**config.mk**
```make
export PLATFORM = sky130hd
export DESIGN_NAME = congestion_video_drop_decider_flat
export DESIGN_NICKNAME = d
export VERILOG_FILES = /design/src/hw/rtl/cvd_pkg.sv /design/src/hw/rtl/cvd_if.sv /design/src/hw/rtl/cvd_regs.sv /design/src/hw/rtl/congestion_video_drop_decider.sv /design/src/flat_wrapper.sv
export SDC_FILE = /design/constraint.sdc
export NUM_CORES = 1
export LEC_CHECK = 0
export ABC_AREA = 1
export BUFFER_PORTS_ARGS = -buffer_cell sky130_fd_sc_hd__buf_2
export CAP_MARGIN = 10
export CORE_UTILIZATION = 35
export CTS_BUF_LIST = sky130_fd_sc_hd__clkbuf_2 sky130_fd_sc_hd__clkbuf_4 sky130_fd_sc_hd__clkbuf_8
export DETAILED_ROUTE_END_ITERATION = 8
export SLEW_MARGIN = 15
export SYNTH_ARGS = -nofsm -noshare
export SYNTH_HDL_FRONTEND = slang
export SYNTH_HIERARCHICAL = 1
export SYNTH_SLANG_ARGS = --single-unit
```
**constraint.sdc**
```tcl
create_clock -name i_clk -period 10.6 [get_ports i_clk]
set_clock_uncertainty 0.1 [all_clocks]
set_input_delay 2.12 -clock i_clk [delete_from_list [all_inputs] [get_ports i_clk]]
set_output_delay 2.12 -clock i_clk [all_outputs]
set_load 0.02 [all_outputs]
```
**src/hw/rtl/cvd_pkg.sv**
```systemverilog
// Package for the congestion video-drop decider: constants, register map,
// configuration struct and the loss-percentage helper. No dependencies.
package cvd_pkg;

    localparam int TIME_BITS_DEF = 40;

    // APB register map: register i at byte address 4*i
    localparam int ADDR_W = 5;
    localparam int IDX_W  = ADDR_W - 2;
    localparam int DATA_W = 32;

    localparam logic [IDX_W-1:0] REG_UPDATE_INTERVAL = 3'd0;
    localparam logic [IDX_W-1:0] REG_DROP_LOSS_PCT   = 3'd1;
    localparam logic [IDX_W-1:0] REG_DROP_RTT_MS     = 3'd2;
    localparam logic [IDX_W-1:0] REG_KEEP_LOSS_PCT   = 3'd3;
    localparam logic [IDX_W-1:0] REG_KEEP_RTT_MS     = 3'd4;
    localparam logic [IDX_W-1:0] REG_RECOVER_DELAY   = 3'd5;

    localparam logic [15:0] RST_UPDATE_INTERVAL = 16'd1000;
    localparam logic [6:0]  RST_DROP_LOSS_PCT   = 7'd40;
    localparam logic [15:0] RST_DROP_RTT_MS     = 16'd800;
    localparam logic [6:0]  RST_KEEP_LOSS_PCT   = 7'd30;
    localparam logic [15:0] RST_KEEP_RTT_MS     = 16'd500;
    localparam logic [15:0] RST_RECOVER_DELAY   = 16'd5000;

    typedef struct packed {
        logic [15:0] update_interval_ms;
        logic [6:0]  drop_loss_pct;
        logic [15:0] drop_rtt_ms;
        logic [6:0]  keep_loss_pct;
        logic [15:0] keep_rtt_ms;
        logic [15:0] recover_delay_ms;
    } t_cfg;

    // floor(loss * 100 / 255). Estimate x/255 as (x*257) >> 16, which is
    // never high and at most one low, then fix it with one compare.
    function automatic logic [6:0] loss_pct(input logic [7:0] loss);
        logic [14:0] x;
        logic [23:0] x257;
        logic [6:0]  q0;
        logic [14:0] q255;
        logic [14:0] rem;
        x    = {1'b0, loss, 6'b0} + {2'b0, loss, 5'b0} + {5'b0, loss, 2'b0};
        x257 = {9'b0, x} + {1'b0, x, 8'b0};
        q0   = x257[22:16];
        q255 = {q0, 8'b0} - {8'b0, q0};
        rem  = x - q255;
        if (rem >= 15'd255) begin
            q0 = q0 + 7'd1;
        end
        return q0;
    endfunction

endpackage

```
**src/hw/rtl/cvd_if.sv**
```systemverilog
// Stream interfaces for the congestion video-drop decider: tick input and
// decision output, valid/ready handshake. Depends on cvd_pkg.
interface cvd_in_if #(
    parameter int TIME_BITS = cvd_pkg::TIME_BITS_DEF
);
    logic                 valid;
    logic                 ready;
    logic [TIME_BITS-1:0] now_ms;
    logic                 video_live;
    logic [15:0]          video_rtt_ms;
    logic                 video_loss_valid;
    logic [7:0]           video_frac_lost;
    logic                 audio_live;
    logic [15:0]          audio_rtt_ms;
    logic                 audio_loss_valid;
    logic [7:0]           audio_frac_lost;

    modport source (
        output valid, now_ms, video_live, video_rtt_ms, video_loss_valid,
               video_frac_lost, audio_live, audio_rtt_ms, audio_loss_valid,
               audio_frac_lost,
        input  ready
    );
    modport sink (
        input  valid, now_ms, video_live, video_rtt_ms, video_loss_valid,
               video_frac_lost, audio_live, audio_rtt_ms, audio_loss_valid,
               audio_frac_lost,
        output ready
    );
endinterface

interface cvd_out_if;
    logic        valid;
    logic        ready;
    logic        drop_video;
    logic [15:0] avg_rtt_ms;
    logic [7:0]  avg_frac_lost;
    logic        updated;

    modport source (
        output valid, drop_video, avg_rtt_ms, avg_frac_lost, updated,
        input  ready
    );
    modport sink (
        input  valid, drop_video, avg_rtt_ms, avg_frac_lost, updated,
        output ready
    );
endinterface

```
**src/hw/rtl/cvd_regs.sv**
```systemverilog
// APB configuration registers of the congestion video-drop decider.
// Depends on cvd_pkg (register map, reset values, t_cfg).
module cvd_regs (
    input  logic                        i_clk,
    input  logic                        i_rst_n,
    input  logic                        psel,
    input  logic                        penable,
    input  logic                        pwrite,
    input  logic [cvd_pkg::ADDR_W-1:0]  paddr,
    input  logic [cvd_pkg::DATA_W-1:0]  pwdata,
    output logic [cvd_pkg::DATA_W-1:0]  prdata,
    output logic                        pready,
    output cvd_pkg::t_cfg               o_cfg
);
    cvd_pkg::t_cfg                  r_cfg;
    logic [cvd_pkg::IDX_W-1:0]      w_idx;
    logic                           w_wr;

    assign w_idx  = paddr[cvd_pkg::ADDR_W-1:2];
    assign w_wr   = psel && penable && pwrite;
    assign pready = 1'b1;
    assign o_cfg  = r_cfg;

    always_ff @(posedge i_clk) begin
        if (!i_rst_n) begin
            r_cfg.update_interval_ms <= cvd_pkg::RST_UPDATE_INTERVAL;
            r_cfg.drop_loss_pct      <= cvd_pkg::RST_DROP_LOSS_PCT;
            r_cfg.drop_rtt_ms        <= cvd_pkg::RST_DROP_RTT_MS;
            r_cfg.keep_loss_pct      <= cvd_pkg::RST_KEEP_LOSS_PCT;
            r_cfg.keep_rtt_ms        <= cvd_pkg::RST_KEEP_RTT_MS;
            r_cfg.recover_delay_ms   <= cvd_pkg::RST_RECOVER_DELAY;
        end else if (w_wr) begin
            case (w_idx)
                cvd_pkg::REG_UPDATE_INTERVAL: r_cfg.update_interval_ms <= pwdata[15:0];
                cvd_pkg::REG_DROP_LOSS_PCT:   r_cfg.drop_loss_pct      <= pwdata[6:0];
                cvd_pkg::REG_DROP_RTT_MS:     r_cfg.drop_rtt_ms        <= pwdata[15:0];
                cvd_pkg::REG_KEEP_LOSS_PCT:   r_cfg.keep_loss_pct      <= pwdata[6:0];
                cvd_pkg::REG_KEEP_RTT_MS:     r_cfg.keep_rtt_ms        <= pwdata[15:0];
                cvd_pkg::REG_RECOVER_DELAY:   r_cfg.recover_delay_ms   <= pwdata[15:0];
                default: begin
                end
            endcase
        end
    end

    always_comb begin
        case (w_idx)
            cvd_pkg::REG_UPDATE_INTERVAL: prdata = {16'b0, r_cfg.update_interval_ms};
            cvd_pkg::REG_DROP_LOSS_PCT:   prdata = {25'b0, r_cfg.drop_loss_pct};
            cvd_pkg::REG_DROP_RTT_MS:     prdata = {16'b0, r_cfg.drop_rtt_ms};
            cvd_pkg::REG_KEEP_LOSS_PCT:   prdata = {25'b0, r_cfg.keep_loss_pct};
            cvd_pkg::REG_KEEP_RTT_MS:     prdata = {16'b0, r_cfg.keep_rtt_ms};
            cvd_pkg::REG_RECOVER_DELAY:   prdata = {16'b0, r_cfg.recover_delay_ms};
            default:                      prdata = '0;
        endcase
    end
endmodule

```
**src/hw/rtl/congestion_video_drop_decider.sv**
```systemverilog
// Congestion video-drop decider. Each input beat is a millisecond tick with
// the video and audio sessions' liveness, RTT and fractional loss; each tick
// yields exactly one output beat. At most once per update interval the block
// halves the chosen figures (video first, audio as fallback) into running
// averages and decides whether video should be dropped: dropping starts when
// loss percent or averaged RTT exceeds the drop thresholds, and ends only
// after both stay at or below the keep thresholds for longer than the
// recovery delay. Rate: one tick per clock while the result side does not
// stall. Each beat passes through the input register, then the result
// register. The whole update (TIME_BITS-bit time compares, averaging,
// constant-divisor loss percentage) is one combinational step between those
// two registers, so the updated state is ready for the very next tick.
// Thresholds are written over APB at byte address 4*i; write only while idle.
// Depends on cvd_pkg, cvd_if (cvd_in_if, cvd_out_if) and cvd_regs.
module congestion_video_drop_decider #(
    parameter int TIME_BITS = cvd_pkg::TIME_BITS_DEF
) (
    input  logic                        i_clk,
    input  logic                        i_rst_n,
    cvd_in_if.sink                      i_item,
    cvd_out_if.source                   o_result,
    input  logic                        psel,
    input  logic                        penable,
    input  logic                        pwrite,
    input  logic [cvd_pkg::ADDR_W-1:0]  paddr,
    input  logic [cvd_pkg::DATA_W-1:0]  pwdata,
    output logic [cvd_pkg::DATA_W-1:0]  prdata,
    output logic                        pready
);
    cvd_pkg::t_cfg w_cfg;

    cvd_regs u_regs (
        .i_clk   (i_clk),
        .i_rst_n (i_rst_n),
        .psel    (psel),
        .penable (penable),
        .pwrite  (pwrite),
        .paddr   (paddr),
        .pwdata  (pwdata),
        .prdata  (prdata),
        .pready  (pready),
        .o_cfg   (w_cfg)
    );

    // ---------------- input register ----------------
    logic                 r_s1_valid;
    logic [TIME_BITS-1:0] r_now;
    logic                 r_v_live;
    logic [15:0]          r_v_rtt;
    logic                 r_v_lv;
    logic [7:0]           r_v_loss;
    logic                 r_a_live;
    logic [15:0]          r_a_rtt;
    logic                 r_a_lv;
    logic [7:0]           r_a_loss;

    // ---------------- decision state ----------------
    logic [TIME_BITS-1:0] r_last_upd, n_last_upd;   // zero = never updated
    logic [15:0]          r_rtt_avg,  n_rtt_avg;
    logic [7:0]           r_loss_avg, n_loss_avg;
    logic                 r_dropping, n_dropping;
    logic [TIME_BITS-1:0] r_rec_start, n_rec_start; // zero = no recovery running

    // ---------------- result register ----------------
    logic                 r_out_valid;
    logic                 r_out_drop;
    logic [15:0]          r_out_rtt;
    logic [7:0]           r_out_loss;
    logic                 r_out_upd;

    // Stage 1 retires its beat whenever the result register is free or
    // draining this cycle; the input side sees ready while stage 1 is
    // empty or retiring, so a stalled result holds off new ticks only once
    // stage 1 is full as well.
    logic w_s1_go;
    assign w_s1_go      = r_s1_valid && (!r_out_valid || o_result.ready);
    assign i_item.ready = !r_s1_valid || w_s1_go;

    always_ff @(posedge i_clk) begin
        if (!i_rst_n) begin
            r_s1_valid <= 1'b0;
        end else if (i_item.valid && i_item.ready) begin
            r_s1_valid <= 1'b1;
        end else if (w_s1_go) begin
            r_s1_valid <= 1'b0;
        end
    end

    always_ff @(posedge i_clk) begin
        if (i_item.valid && i_item.ready) begin
            r_now    <= i_item.now_ms;
            r_v_live <= i_item.video_live;
            r_v_rtt  <= i_item.video_rtt_ms;
            r_v_lv   <= i_item.video_loss_valid;
            r_v_loss <= i_item.video_frac_lost;
            r_a_live <= i_item.audio_live;
            r_a_rtt  <= i_item.audio_rtt_ms;
            r_a_lv   <= i_item.audio_loss_valid;
            r_a_loss <= i_item.audio_frac_lost;
        end
    end

    // ---------------- update logic ----------------
    logic [TIME_BITS-1:0] w_since_upd;
    logic [TIME_BITS-1:0] w_since_rec;
    logic                 w_due;
    logic                 w_have_rtt;
    logic [15:0]          w_rtt;
    logic                 w_v_loss_ok;
    logic                 w_have_loss;
    logic [7:0]           w_loss;
    logic [16:0]          w_rtt_sum;
    logic [8:0]           w_loss_sum;
    logic [6:0]           w_pct;
    logic                 w_bad;
    logic                 w_worse;

    // Time differences wrap modulo 2^TIME_BITS.
    assign w_since_upd = r_now - r_last_upd;
    assign w_since_rec = r_now - r_rec_start;
    assign w_due       = (r_last_upd == '0) ||
                         (w_since_upd > TIME_BITS'(w_cfg.update_interval_ms));

    // Video figures first; audio fills in whichever one is missing.
    assign w_have_rtt  = r_v_live || r_a_live;
    assign w_rtt       = r_v_live ? r_v_rtt : r_a_rtt;
    assign w_v_loss_ok = r_v_live && r_v_lv;
    assign w_have_loss = w_v_loss_ok || (r_a_live && r_a_lv);
    assign w_loss      = w_v_loss_ok ? r_v_loss : r_a_loss;

    assign w_rtt_sum  = {1'b0, r_rtt_avg} + {1'b0, w_rtt};
    assign w_loss_sum = {1'b0, r_loss_avg} + {1'b0, w_loss};

    always_comb begin
        n_last_upd  = r_last_upd;
        n_rtt_avg   = r_rtt_avg;
        n_loss_avg  = r_loss_avg;
        n_dropping  = r_dropping;
        n_rec_start = r_rec_start;
        if (w_due) begin
            n_last_upd = r_now;
            if (w_have_rtt) begin
                n_rtt_avg = w_rtt_sum[16:1];
            end
            if (w_have_loss) begin
                n_loss_avg = w_loss_sum[8:1];
            end
        end
        // Thresholds use the freshly averaged figures.
        w_pct   = cvd_pkg::loss_pct(n_loss_avg);
        w_bad   = (w_pct > w_cfg.keep_loss_pct) || (n_rtt_avg > w_cfg.keep_rtt_ms);
        w_worse = (w_pct > w_cfg.drop_loss_pct) || (n_rtt_avg > w_cfg.drop_rtt_ms);
        if (w_due) begin
            if (r_dropping) begin
                if (w_bad) begin
                    n_rec_start = '0;
                end else if (r_rec_start == '0) begin
                    n_rec_start = r_now;
                end else if (w_since_rec > TIME_BITS'(w_cfg.recover_delay_ms)) begin
                    // start stays until the next non-dropping update
                    n_dropping = 1'b0;
                end
            end else begin
                n_dropping  = w_worse;
                n_rec_start = '0;
            end
        end
    end

    always_ff @(posedge i_clk) begin
        if (!i_rst_n) begin
            r_last_upd  <= '0;
            r_rtt_avg   <= '0;
            r_loss_avg  <= '0;
            r_dropping  <= 1'b0;
            r_rec_start <= '0;
        end else if (w_s1_go) begin
            r_last_upd  <= n_last_upd;
            r_rtt_avg   <= n_rtt_avg;
            r_loss_avg  <= n_loss_avg;
            r_dropping  <= n_dropping;
            r_rec_start <= n_rec_start;
        end
    end

    // ---------------- result register ----------------
    always_ff @(posedge i_clk) begin
        if (!i_rst_n) begin
            r_out_valid <= 1'b0;
        end else if (w_s1_go) begin
            r_out_valid <= 1'b1;
        end else if (o_result.ready) begin
            r_out_valid <= 1'b0;
        end
    end

    always_ff @(posedge i_clk) begin
        if (w_s1_go) begin
            r_out_drop <= n_dropping;
            r_out_rtt  <= n_rtt_avg;
            r_out_loss <= n_loss_avg;
            r_out_upd  <= w_due;
        end
    end

    assign o_result.valid         = r_out_valid;
    assign o_result.drop_video    = r_out_drop;
    assign o_result.avg_rtt_ms    = r_out_rtt;
    assign o_result.avg_frac_lost = r_out_loss;
    assign o_result.updated       = r_out_upd;
endmodule

```
**src/flat_wrapper.sv**
```systemverilog
// flat-port wrapper written by rule: the top's interface ports become plain ports
module congestion_video_drop_decider_flat 
#(
    parameter int TIME_BITS = cvd_pkg::TIME_BITS_DEF
)
  (i_clk, i_rst_n, psel, penable, pwrite, paddr, pwdata, prdata, pready, i_item_valid, i_item_now_ms, i_item_video_live, i_item_video_rtt_ms, i_item_video_loss_valid, i_item_video_frac_lost, i_item_audio_live, i_item_audio_rtt_ms, i_item_audio_loss_valid, i_item_audio_frac_lost, i_item_ready, o_result_valid, o_result_drop_video, o_result_avg_rtt_ms, o_result_avg_frac_lost, o_result_updated, o_result_ready);
  cvd_in_if #(.TIME_BITS(TIME_BITS)) i_item_i ();
  cvd_out_if o_result_i ();
  input  logic i_clk;
  input  logic i_rst_n;
  input  logic psel;
  input  logic penable;
  input  logic pwrite;
  input  logic [cvd_pkg::ADDR_W-1:0] paddr;
  input  logic [cvd_pkg::DATA_W-1:0] pwdata;
  output logic [cvd_pkg::DATA_W-1:0] prdata;
  output logic pready;
  input wire logic [$bits(i_item_i.valid)-1:0] i_item_valid;
  input wire logic [$bits(i_item_i.now_ms)-1:0] i_item_now_ms;
  input wire logic [$bits(i_item_i.video_live)-1:0] i_item_video_live;
  input wire logic [$bits(i_item_i.video_rtt_ms)-1:0] i_item_video_rtt_ms;
  input wire logic [$bits(i_item_i.video_loss_valid)-1:0] i_item_video_loss_valid;
  input wire logic [$bits(i_item_i.video_frac_lost)-1:0] i_item_video_frac_lost;
  input wire logic [$bits(i_item_i.audio_live)-1:0] i_item_audio_live;
  input wire logic [$bits(i_item_i.audio_rtt_ms)-1:0] i_item_audio_rtt_ms;
  input wire logic [$bits(i_item_i.audio_loss_valid)-1:0] i_item_audio_loss_valid;
  input wire logic [$bits(i_item_i.audio_frac_lost)-1:0] i_item_audio_frac_lost;
  output wire logic [$bits(i_item_i.ready)-1:0] i_item_ready;
  output wire logic [$bits(o_result_i.valid)-1:0] o_result_valid;
  output wire logic [$bits(o_result_i.drop_video)-1:0] o_result_drop_video;
  output wire logic [$bits(o_result_i.avg_rtt_ms)-1:0] o_result_avg_rtt_ms;
  output wire logic [$bits(o_result_i.avg_frac_lost)-1:0] o_result_avg_frac_lost;
  output wire logic [$bits(o_result_i.updated)-1:0] o_result_updated;
  input wire logic [$bits(o_result_i.ready)-1:0] o_result_ready;
  assign i_item_i.valid = i_item_valid;
  assign i_item_i.now_ms = i_item_now_ms;
  assign i_item_i.video_live = i_item_video_live;
  assign i_item_i.video_rtt_ms = i_item_video_rtt_ms;
  assign i_item_i.video_loss_valid = i_item_video_loss_valid;
  assign i_item_i.video_frac_lost = i_item_video_frac_lost;
  assign i_item_i.audio_live = i_item_audio_live;
  assign i_item_i.audio_rtt_ms = i_item_audio_rtt_ms;
  assign i_item_i.audio_loss_valid = i_item_audio_loss_valid;
  assign i_item_i.audio_frac_lost = i_item_audio_frac_lost;
  assign i_item_ready = i_item_i.ready;
  assign o_result_valid = o_result_i.valid;
  assign o_result_drop_video = o_result_i.drop_video;
  assign o_result_avg_rtt_ms = o_result_i.avg_rtt_ms;
  assign o_result_avg_frac_lost = o_result_i.avg_frac_lost;
  assign o_result_updated = o_result_i.updated;
  assign o_result_i.ready = o_result_ready;
  congestion_video_drop_decider #(.TIME_BITS(TIME_BITS)) u_core (.i_clk(i_clk), .i_rst_n(i_rst_n), .i_item(i_item_i), .o_result(o_result_i), .psel(psel), .penable(penable), .pwrite(pwrite), .paddr(paddr), .pwdata(pwdata), .prdata(prdata), .pready(pready));
endmodule
```
==> results.md, run 1 <==
* Comb power frac at 58.4%
* Post-route setup TNS at -38,670 ps
* Switch Pwr at 2450 µW
* Max_slew headroom at 34.6%
* Sequential share of the synthesized area at 32.0%
* Grt total ovfl at 0
* Crit. End Element: register
* # rows at 92
* Fin nets at 4,178
* IO Count at 197
* CTS sink cnt at 303
* Top_reg_cell synth: dfxtp_1
* Core Box Area at 63,400 µm²
* M3 GR Usage at 2.28%
* Worst-Skew Late Latency at 690 ps
* Vias in the first global route at between 20,000 and 25,000
* Crit path arrival time at between 10,000 and 15,000 ps
* Post-synthesis cell count at between 3,000 and 4,000
* Via total after detailed routing at 22,500
* Status: complete, but fails checks
* PwrDens at 202 nW/µm²
* Residual DRC at 0
* CP max stage cell: fa_1
* First-pass GRT wire length at 112,000 µm
* #FFs+latches synth at 303
* Total GRT Usage at 21.4%
* Period minus WS final at 11,590 ps
* Startpoint types: register
* Pin count of the biggest net entering global routing at 82
* Failing checks: negative setup slack
* Port buffer count at ~160
* Post-synth cell types at 62
* Main area contributors after synthesis: dfxtp_1, edfxtp_1, nand2_1
* H-tree depth at 2
* Final Cycle Share at 109%
* Initial DRC count at 1,415
* Clock Path Buffers at 3
* Slew @ Worst Pin at between 900 and 1000 ps
* Pre-antenna DRT Iters at 5
* Sw frac at between 40 and 50%
* Worst EP required at 11,080 ps
* Part of the power in registers at between 20% and 30%
* Initial antenna violation count at 2
* Antenna-violating nets left at 0
* Synth Area per Inst at 7.03 µm²
* Clock power frac at 20.1%
* Cell area after synthesis at around 23,000 µm²
* Max Clk Rate at 86.3 MHz
* TritonCTS clock tree: done
* Die height at 256 µm
* Number of hold buffers added after CTS at 0
* RSZ-0062 raised after global routing: yes
* Top-area cell type share of the netlist area at 16.4%
* Area grow syn2layout at 33.7%
* Min-Delay Path Class: register to register
* Global route hottest layer: met2
* WL per Instance at around 15 µm
* Clock-pin slew on the worst setup and hold paths at 70 ps
* Dpl hpwl at 54,900 µm
* Layout fillers at 6,242
* Routability cong. at 0.887
* Crit path kind: register to register
* CP max stage delay at 530 ps
* Total CTS buffers at 55
* Met2 Usage GRT at a little over a third
* Peak VDD IR at 0.198 mV
* Final hold vios at 0
* Yosys top cell by area: dfxtp_1
* Post-synth EDFFs at 118
* Max Transition Viols Final at 0
* Die ar. at between 60,000 and 70,000 µm²
* WL final at 72,800 µm
* Root buffer cell: clkbuf_8
* DR vias/cell at 4.79
* Yosys warns at 6
* Cell Int Power at approximately 3700 µW
* Die width at 256 µm
* Cell leakage power at 0.0145 µW
* Final worst slack at -994 ps
* Critical path fanouts, max at 6
* Setup violators final at 42
* Share of cells above drive strength 1 at 26.6%
* Power Total at 6120 µW
* Synth async-reset ratio at 0%
* Initial core utilization at 35.7%
* M1 GR Usage at 28.3%
* Max_cap viols at 0
## worst paths after layout
path / startpoint / endpoint / cells after the start / slack, ps
min reg2reg: u_core/r_rec_start[12]$_SDFFE_PN0P_ / u_core/r_rec_start[12]$_SDFFE_PN0P_ / 2 / 390
max: u_core/r_now[8]$_DFFE_PP_ / u_core/r_rec_start[2]$_SDFFE_PN0P_ / 81 / -990
max reg2reg: u_core/r_now[8]$_DFFE_PP_ / u_core/r_rec_start[2]$_SDFFE_PN0P_ / 81 / -990
min: u_core/r_rec_start[12]$_SDFFE_PN0P_ / u_core/r_rec_start[12]$_SDFFE_PN0P_ / 2 / 390
## power groups by stage
stage	Sequential, µW	Combinational [µW]	Clock, µW
2_1_floorplan	1340	1700	0
3_3_place_gp	1340	2780	0
3_5_place_dp	1340	2800	0
4_1_cts	1320	3230	1270
5_1_grt	1320	3940	1310
6_report	1320	3570	1230
## per-layer routing
layer  wire length, µm  vias up  share of wire [%]
li1                  -    11700                  -
met1             33100    10300                 46
met2             34600      495                 48
met3              3080      111                4.2
met4              1960        0                2.7
met5                 0        -                  0
## Yosys cell counts (all sizes together) (11+ instances only)
library cell and instances:
nand3 201, nor3 22, o21ai 150, o21bai 22, xnor2 23, nor2 332
nand2 776, clkbuf 50, nand4 65, nor4 16, a211oi 26, or2 11
buf 51, edfxtp 118, xor2 58, a31oi 12, a21oi 264, inv 536
dfxtp 185, ha 222
## cell families after synthesis
group                    share of synthesized area [%]
AO/OA/AOI/OAI                                     12.9
buffers and inverters                             11.2
multiplexers                                     0.299
adder cells (fa/ha/maj)                           12.9
other                                           0.0332
AND/OR/NAND/NOR                                   27.4
XOR/XNOR                                          3.20
flip-flops                                        32.0
## through the flow
| step | utilization, % | std cells | worst slack (ps) | hold slack (ps) | area [µm²] |
|---|---|---|---|---|---|
| floorplan | - | 3236 | -12.9 | 347 | 22800 |
| global placement | 42.8 | 4537 | -1310 | 369 | 27200 |
| detailed placement | 42.8 | 4537 | -1340 | 369 | 27200 |
| CTS | 46.5 | 4675 | -613 | 378 | 29500 |
| global route | 47.7 | 4706 | -1610 | 403 | 30300 |
| finish | 47.7 | 4706 | -994 | 386 | 30300 |
## state kept, by name, summed over array words and instances (netlist names), 16 cells and up
register,cells
u_core/r_a_rtt,16
u_core/o_result.avg_rtt_ms,16
u_core/u_regs/o_cfg,78
u_core/r_rtt_avg,16
u_core/r_now,40
u_core/r_last_upd,40
u_core/r_v_rtt,16
u_core/r_rec_start,40
## layout by cell type (no fill, tap or decap), types with 6 or more instances in the layout
master and n:
nor4_1 13, or2_2 9, nand2_1 711, ha_1 189, o21ai_0 136, xnor2_1 19
nand3_1 173, buf_6 13, nor3_1 20, buf_4 433, dfxtp_1 185, nand2_4 16
clkinv_2 9, inv_2 40, a211oi_1 21, o21ai_2 6, nor2_4 18, conb_1 17
o21a_1 8, xor2_2 8, a21oi_2 29, clkbuf_8 62, a31oi_1 10, buf_12 7
xor2_1 50, a21oi_1 230, nand4_1 63, nor2_1 296, inv_1 490, edfxtp_1 118
buf_2 160, nand2_2 49, clkbuf_4 23, nor2_2 18, nand3_4 6, ha_4 33
o21bai_1 21, nand3_2 22, mux2_2 6
## final cells by class
cell class | count | area (µm²) | area share [%]
clock buffers | 85 | 1030 | 3.39
repair buffers | 621 | 4520 | 14.9
diodes | 1 | 2.50 | 0.00827
multi-input cells | 2292 | 14200 | 46.9
inverters | 540 | 2050 | 6.78
well taps | 846 | 1060 | 3.50
clock inverters | 18 | 174 | 0.575
flip-flops and latches | 303 | 7250 | 23.9
## critical path, delay by kind of cell (launching register included)
family	cells	cell delay [ps]
xor gates and xnor gates	2	480
AOI/OAI and AO/OA	17	2190
DFF	1	520
adders and majority gates	8	2400
buffers and inverters	13	1230
and+or+nand+nor	41	4570
## what timing repair did
action	CTS	global route
setup endpoints to repair	42	42
resized for setup	148	112
pin swaps	80	85
setup buffers	35	26
cloned	2	5
(Power assumes the default switching activity.)
==> run 2: changes to the inputs <==
Settings changed: CELL_PAD_IN_SITES_DETAIL_PLACEMENT set to 1, CELL_PAD_IN_SITES_GLOBAL_PLACEMENT set to 1, PLACE_DENSITY_LB_ADDON set to 0.1.
==> results.md, run 2 (same netlist as run 1, synthesis figures left out) <==
* Total CTS buffers at 59 (was 55)
* Clock-pin slew on the worst setup and hold paths at 60 ps (was 70 ps)
* Die width at 256 µm (unchanged)
* Slew @ Worst Pin at 916 ps (was 971 ps)
* Residual DRC at 0 (unchanged)
* Min-Delay Path Depth at 2 (unchanged)
* WL final at 88,600 µm (was 72,800 µm)
* Core Box Area at 63,400 µm² (unchanged)
* Failing checks: negative setup slack (unchanged)
* Die height at 256 µm (unchanged)
* Max_slew headroom at 38.9% (was 34.6%)
* Peak VDD IR at 0.203 mV (was 0.198 mV)
* Root buffer cell: clkbuf_8 (unchanged)
* Critical path fanouts, max at 15 (was 6)
* Routability cong. at 0.886 (was 0.887)
* Commonest non-fill, non-tap cell in the layout: nand2_1 (unchanged)
* Final hold vios at 0 (unchanged)
* Setup violators final at 42 (unchanged)
* Fin nets at 4,197 (was 4,178)
* Reg-to-reg critical path startpoint: u_core/r_now[8]$_DFFE_PP_ (unchanged)
* CP max stage delay at 530 ps (about the same)
* Crit path kind: register to register (unchanged)
* Cells after DPL at 4,539 (was 4,537)
* Area grow syn2layout at 34.5% (was 33.7%)
* Initial DRC count at 1,364 (was 1,415)
* Vias in the first global route at 25,200 (was 21,300)
* Initial antenna violation count at 1 (was 2)
* Status: complete, but fails checks (unchanged)
* Period minus WS final at 11,830 ps (was 11,590 ps)
* Via total after detailed routing at 23,800 (was 22,500)
* R2R Setup Slk at -1230 ps (was -990 ps)
* Cell leakage power at 0.0146 µW (was 0.0145 µW)
* Power Total at 6400 µW (was 6120 µW)
* Pre-antenna DRT Iters at 5 (unchanged)
* Crit path top cell by count: nand2_1
* Max_cap viols at 0 (unchanged)
* Fin util at 48.0% (was 47.7%)
* IO Count at 197 (unchanged)
* Pin count of the biggest net entering global routing at 92 (was 82)
* TritonCTS clock tree: done (unchanged)
* WL per Instance at 18.7 µm (was 15.5 µm)
* Antenna-violating nets left at 0 (unchanged)
* Finished Layout Cells at 4,732 (was 4,706)
* Min-Delay Path Class: register to register (unchanged)
* Crit path arrival time at 12,330 ps (was 12,080 ps)
* First-pass GRT wire length at 138,000 µm (was 112,000 µm)
* RSZ-0062 raised after global routing: yes (unchanged)
* Clock Path Buffers at 3 (unchanged)
* CTS sink cnt at 303 (unchanged)
* Total GRT Usage at 26.6% (was 21.4%)
* Share of cells above drive strength 1 at 26.9% (was 26.6%)
* Worst hold start: u_core/r_rtt_avg[14]$_SDFFE_PN0P_ (was u_core/r_rec_start[12]$_SDFFE_PN0P_)
* DR vias/cell at 5.03 (was 4.79)
* Worst-Skew Late Latency at 710 ps (was 690 ps)
* Crit. End Element: register (unchanged)
* Max Transition Viols Final at 0 (unchanged)
* Initial core utilization at 35.7% (unchanged)
* PwrDens at 210 nW/µm² (was 202 nW/µm²)
* Dpl hpwl at 67,500 µm (was 54,900 µm)
* Startpoint types: register (unchanged)
* Die ar. at 65,700 µm² (unchanged)
* Worst EP required at 11,090 ps (was 11,080 ps)
* Worst Path Buf+Inv at 19 (was 13)
* Grt total ovfl at 0 (unchanged)
* # rows at 92 (unchanged)
* Worst reg2reg path endpoint: u_core/r_rec_start[29]$_SDFFE_PN0P_ (was u_core/r_rec_start[2]$_SDFFE_PN0P_)
* Most frequent cells in the layout: nand2_1, inv_1, buf_4 (unchanged)
* Crit-path leading delay family: simple AND/OR/NAND/NOR gates (unchanged)
* Max Clk Rate at 84.5 MHz (was 86.3 MHz)
* WHS Endpoint: u_core/r_rtt_avg[14]$_SDFFE_PN0P_ (was u_core/r_rec_start[12]$_SDFFE_PN0P_)
* Max FFs per register at 78 (unchanged)
* R2R cell count at 83 (was 81)
* Number of hold buffers added after CTS at 0 (unchanged)
* CP max stage cell: edfxtp_1 (was fa_1)
* Port buffer count at 161 (unchanged)
* Final Cycle Share at 112% (was 109%)
* H-tree depth at 2 (unchanged)
* Final worst slack at -1230 ps (was -994 ps)
## run 2: cell types whose count changed in the layout (fill, tap and decap cells not counted), moves of 5 or more
cell      change
a21oi_1       +6
a21oi_2       -5
buf_4        +18
clkbuf_4      -6
clkinv_2      +5
ha_4          -5
nand2_4       -5
## run 2: worst max-delay path by stage
stage	from	end	slack, ps	cells after the start
after floorplan	u_core/r_now[0]$_DFFE_PP_	u_core/r_rec_start[22]$_SDFFE_PN0P_	-10	82
after global placement	u_core/r_now[12]$_DFFE_PP_	u_core/o_result.drop_video$_DFFE_PP_	-1650	76
after detailed placement	u_core/r_now[0]$_DFFE_PP_	u_core/o_result.drop_video$_DFFE_PP_	-2170	81
after CTS	u_core/r_now[0]$_DFFE_PP_	u_core/r_rec_start[18]$_SDFFE_PN0P_	-940	81
after global routing	u_core/r_now[8]$_DFFE_PP_	u_core/r_rec_start[16]$_SDFFE_PN0P_	-1800	85
final	u_core/r_now[8]$_DFFE_PP_	u_core/r_rec_start[29]$_SDFFE_PN0P_	-1230	83
## run 2: per-layer routing
| metal | vias to the layer above | GRT usage [%] | routed length (µm) |
|---|---|---|---|
| met2 | 448 | 46.5 | 43100 |
| met3 | 137 | 2.67 | 3070 |
| met1 | 11500 | 34.5 | 40200 |
| met5 | - | 0 | 0 |
| li1 | 11700 | - | - |
| met4 | 0 | 7.27 | 2200 |
## run 2: what timing repair did
action	in CTS	in global routing
setup endpoints to repair	42	42
pin swaps	58	49
gates cloned	7	1
buffers inserted	51	20
gates resized for setup	159	79
## run 2: final cells by class
type / count / area (µm²)
fill: 8038 / 33000
multi-input combinational: 2292 / 14100
sequential: 303 / 7250
timing repair buffer: 636 / 4650
inverter: 540 / 2050
tap: 846 / 1060
clock buffer: 82 / 1020
clock inverter: 30 / 318
antenna: 3 / 7.51
## run 2: worst reg2reg max path: cells and delay by family (launching register included)
family | cells | cell delay (ps)
fa+ha+maj | 8 | 2550
compound gates | 15 | 2250
xor+xnor | 2 | 330
flops | 1 | 530
simple gates | 39 | 4230
buf+inv | 19 | 1740
## run 2: stage by stage
step	TNS, ps	setup slack [ps]	instance area [µm²]	hold WS, ps
finish	-49410	-1230	30400	395
global route	-73270	-1800	30400	409
CTS	-37570	-937	29900	390
detailed placement	-87140	-2170	27200	372
global placement	-63730	-1650	27200	361
floorplan	-237	-12.9	22800	347
## run 2: power by group
| part | leakage, µW | internal, µW | switching (µW) |
|---|---|---|---|
| Clock | 0.000708 | 777 | 576 |
| Combinational | 0.0113 | 1730 | 2000 |
| Sequential | 0.00265 | 1280 | 37.0 |
| Total | 0.0146 | 3790 | 2610 |
==> run 3: changes to the inputs <==
Settings changed: RECOVER_POWER set to 100.
==> results.md, run 3 (same netlist as run 1, synthesis figures left out) <==
* Port buffer count at 161 (unchanged)
* Max Transition Viols Final at 38 (was 0)
* Root buffer cell: clkbuf_8 (unchanged)
* Pre-antenna DRT Iters at 5 (unchanged)
* Slew @ Worst Pin at 1730 ps (was 916 ps)
* Commonest non-fill, non-tap cell in the layout: nand2_1 (unchanged)
* R2R Setup Slk at -1240 ps (was -1230 ps)
* Clock Path Buffers at 3 (unchanged)
* Crit. Startpoint: u_core/r_now[8]$_DFFE_PP_ (unchanged)
* Number of hold buffers added after CTS at 0 (unchanged)
* Status: complete, but fails checks (unchanged)
* Worst reg2reg path endpoint: u_core/r_rec_start[29]$_SDFFE_PN0P_ (unchanged)
* Clock-pin slew on the worst setup and hold paths at 60 ps (about the same)
* Pin count of the biggest net entering global routing at 92 (unchanged)
* First-pass GRT wire length at 138,000 µm (unchanged)
* Residual DRC at 0 (unchanged)
* Peak VDD IR at 0.203 mV (about the same)
* WL final at 88,500 µm (was 88,600 µm)
* Sw frac at 40.8% (about the same)
* Failing checks: max-capacitance violations, max-slew violations, negative setup slack (was negative setup slack)
* Worst Path Buf+Inv at 18 (was 19)
* Max FFs per register at 78 (unchanged)
* PwrDens at 211 nW/µm² (was 210 nW/µm²)
* Initial core utilization at 35.7% (unchanged)
* Crit. End Element: register (unchanged)
* Area grow syn2layout at 34.4% (was 34.5%)
* Post-route setup TNS at -49,820 ps (was -49,410 ps)
* CP max stage delay at 530 ps (about the same)
* Cell Int Power at 3790 µW (about the same)
* Total CTS buffers at 59 (unchanged)
* R2R cell count at 80 (was 83)
* Via total after detailed routing at 23,900 (was 23,800)
* Dpl hpwl at 67,500 µm (unchanged)
* Antenna-violating nets left at 0 (unchanged)
* Worst hold start: u_core/r_rec_start[4]$_SDFFE_PN0P_ (was u_core/r_rtt_avg[14]$_SDFFE_PN0P_)
* Core Box Area at 63,400 µm² (unchanged)
* Max Clk Rate at 84.5 MHz (about the same)
* Part of the power in registers at 20.6% (about the same)
* Max_cap viols at 1 (was 0)
* Final worst slack at -1240 ps (was -1230 ps)
* CTS sink cnt at 303 (unchanged)
* Clock power frac at 21.2% (was 21.1%)
* Cell leakage power at 0.0146 µW (about the same)
* DR vias/cell at 5.04 (was 5.03)
* Startpoint types: register (unchanged)
* Initial antenna violation count at 1 (unchanged)
* Fin nets at 4,197 (unchanged)
* Switch Pwr at 2610 µW (about the same)
* Final Cycle Share at 112% (about the same)
* RSZ-0062 raised after global routing: yes (unchanged)
* Crit path kind: register to register (unchanged)
* Crit path top cell by count: nand2_1 (unchanged)
* CP max stage cell: edfxtp_1 (unchanged)
* WHS Endpoint: u_core/r_rec_start[4]$_SDFFE_PN0P_ (was u_core/r_rtt_avg[14]$_SDFFE_PN0P_)
* Initial DRC count at 1,429 (was 1,364)
* Critical path fanouts, max at 15 (unchanged)
* FF/Latch Area at 7250 µm² (unchanged)
* IO Count at 197 (unchanged)
* Share of cells above drive strength 1 at 26.5% (was 26.9%)
* Crit path arrival time at 12,340 ps (was 12,330 ps)
* Setup violators final at 42 (unchanged)
* Routability cong. at 0.886 (unchanged)
* Reg-to-reg critical path startpoint: u_core/r_now[8]$_DFFE_PP_ (unchanged)
* WL per Instance at 18.7 µm (about the same)
* Crit-path leading delay family: simple AND/OR/NAND/NOR gates (unchanged)
* Worst EP required at 11,100 ps (was 11,090 ps)
* Min-Delay Path Class: register to register (unchanged)
* H-tree depth at 2 (unchanged)
* Total GRT Usage at 26.6% (unchanged)
* Layout fillers at 8,046 (was 8,038)
* Die width at 256 µm (unchanged)
* Max_slew headroom at -15.7% (was 38.9%)
* TritonCTS clock tree: done (unchanged)
* Period minus WS final at 11,840 ps (was 11,830 ps)
* Die ar. at 65,700 µm² (unchanged)
* Power Total at 6400 µW (about the same)
* # rows at 92 (unchanged)
* Most frequent cells in the layout: nand2_1, inv_1, buf_4 (unchanged)
* Vias in the first global route at 25,200 (unchanged)
* Comb power frac at 58.3% (about the same)
* Worst-Skew Late Latency at 710 ps (about the same)
* Min-Delay Path Depth at 2 (unchanged)
* Die height at 256 µm (unchanged)
* Area occupied by multi-input gates at 14,100 µm² (unchanged)
* Final hold vios at 0 (unchanged)
* Grt total ovfl at 0 (unchanged)
## run 3: worst max-delay path by stage
| stage | end | depth (start not counted) |
|---|---|---|
| 6_report | u_core/r_rec_start[29]$_SDFFE_PN0P_ | 80 |
| 5_1_grt | u_core/r_rec_start[16]$_SDFFE_PN0P_ | 85 |
| 4_1_cts | u_core/r_rec_start[18]$_SDFFE_PN0P_ | 81 |
| 3_5_place_dp | u_core/o_result.drop_video$_DFFE_PP_ | 81 |
| 3_3_place_gp | u_core/o_result.drop_video$_DFFE_PP_ | 76 |
| 2_1_floorplan | u_core/r_rec_start[22]$_SDFFE_PN0P_ | 82 |
## run 3: cell type report
class | count | area share [%]
diodes | 3 | 0.0247
clock buffers | 82 | 3.36
clock inverters | 30 | 1.04
inverters | 540 | 6.75
multi-input cells | 2292 | 46.3
flip-flops and latches | 303 | 23.8
well taps | 846 | 3.48
repair buffers | 636 | 15.2
## run 3: worst register-to-register path: cells and delay by family (launching register included)
| kind | cells | cell delay, ps |
|---|---|---|
| adders and majority gates | 8 | 2560 |
| DFF | 1 | 530 |
| AOI/OAI and AO/OA | 18 | 2760 |
| and+or+nand+nor | 34 | 3760 |
| buffers and inverters | 18 | 1700 |
| xor gates and xnor gates | 2 | 360 |
## run 3: timing repair
action | in CTS | in global routing
gates resized for setup | 159 | 79
gates cloned | 7 | 1
endpoints found under the setup margin | 42 | 42
buffers inserted | 51 | 20
pin swaps | 58 | 49
## run 3: power groups by stage
stage	clock network (µW)	logic, µW	registers (µW)
floorplan	0	1700	1340
global placement	0	2770	1340
detailed placement	0	2930	1340
CTS	1390	3500	1320
global route	1440	4050	1320
finish	1350	3730	1320
## run 3: metrics by stage
stage	setup WS [ps]	instances	util [%]	hold slack (ps)	area, µm²
final	-1240	4732	48.0	392	30400
after global routing	-1800	4730	47.9	409	30400
after CTS	-937	4709	47.1	390	29900
after detailed placement	-2170	4539	42.9	372	27200
after global placement	-1650	4539	42.9	361	27200
after floorplan	-12.9	3236	-	347	22800
## run 3: per-layer routing
layer	vias to the layer above	global-route usage [%]	wire (µm)
met2	432	46.5	43000
met1	11600	34.5	40400
li1	11700	-	-
met4	0	7.27	2220
met3	139	2.67	2860
met5	-	0	0
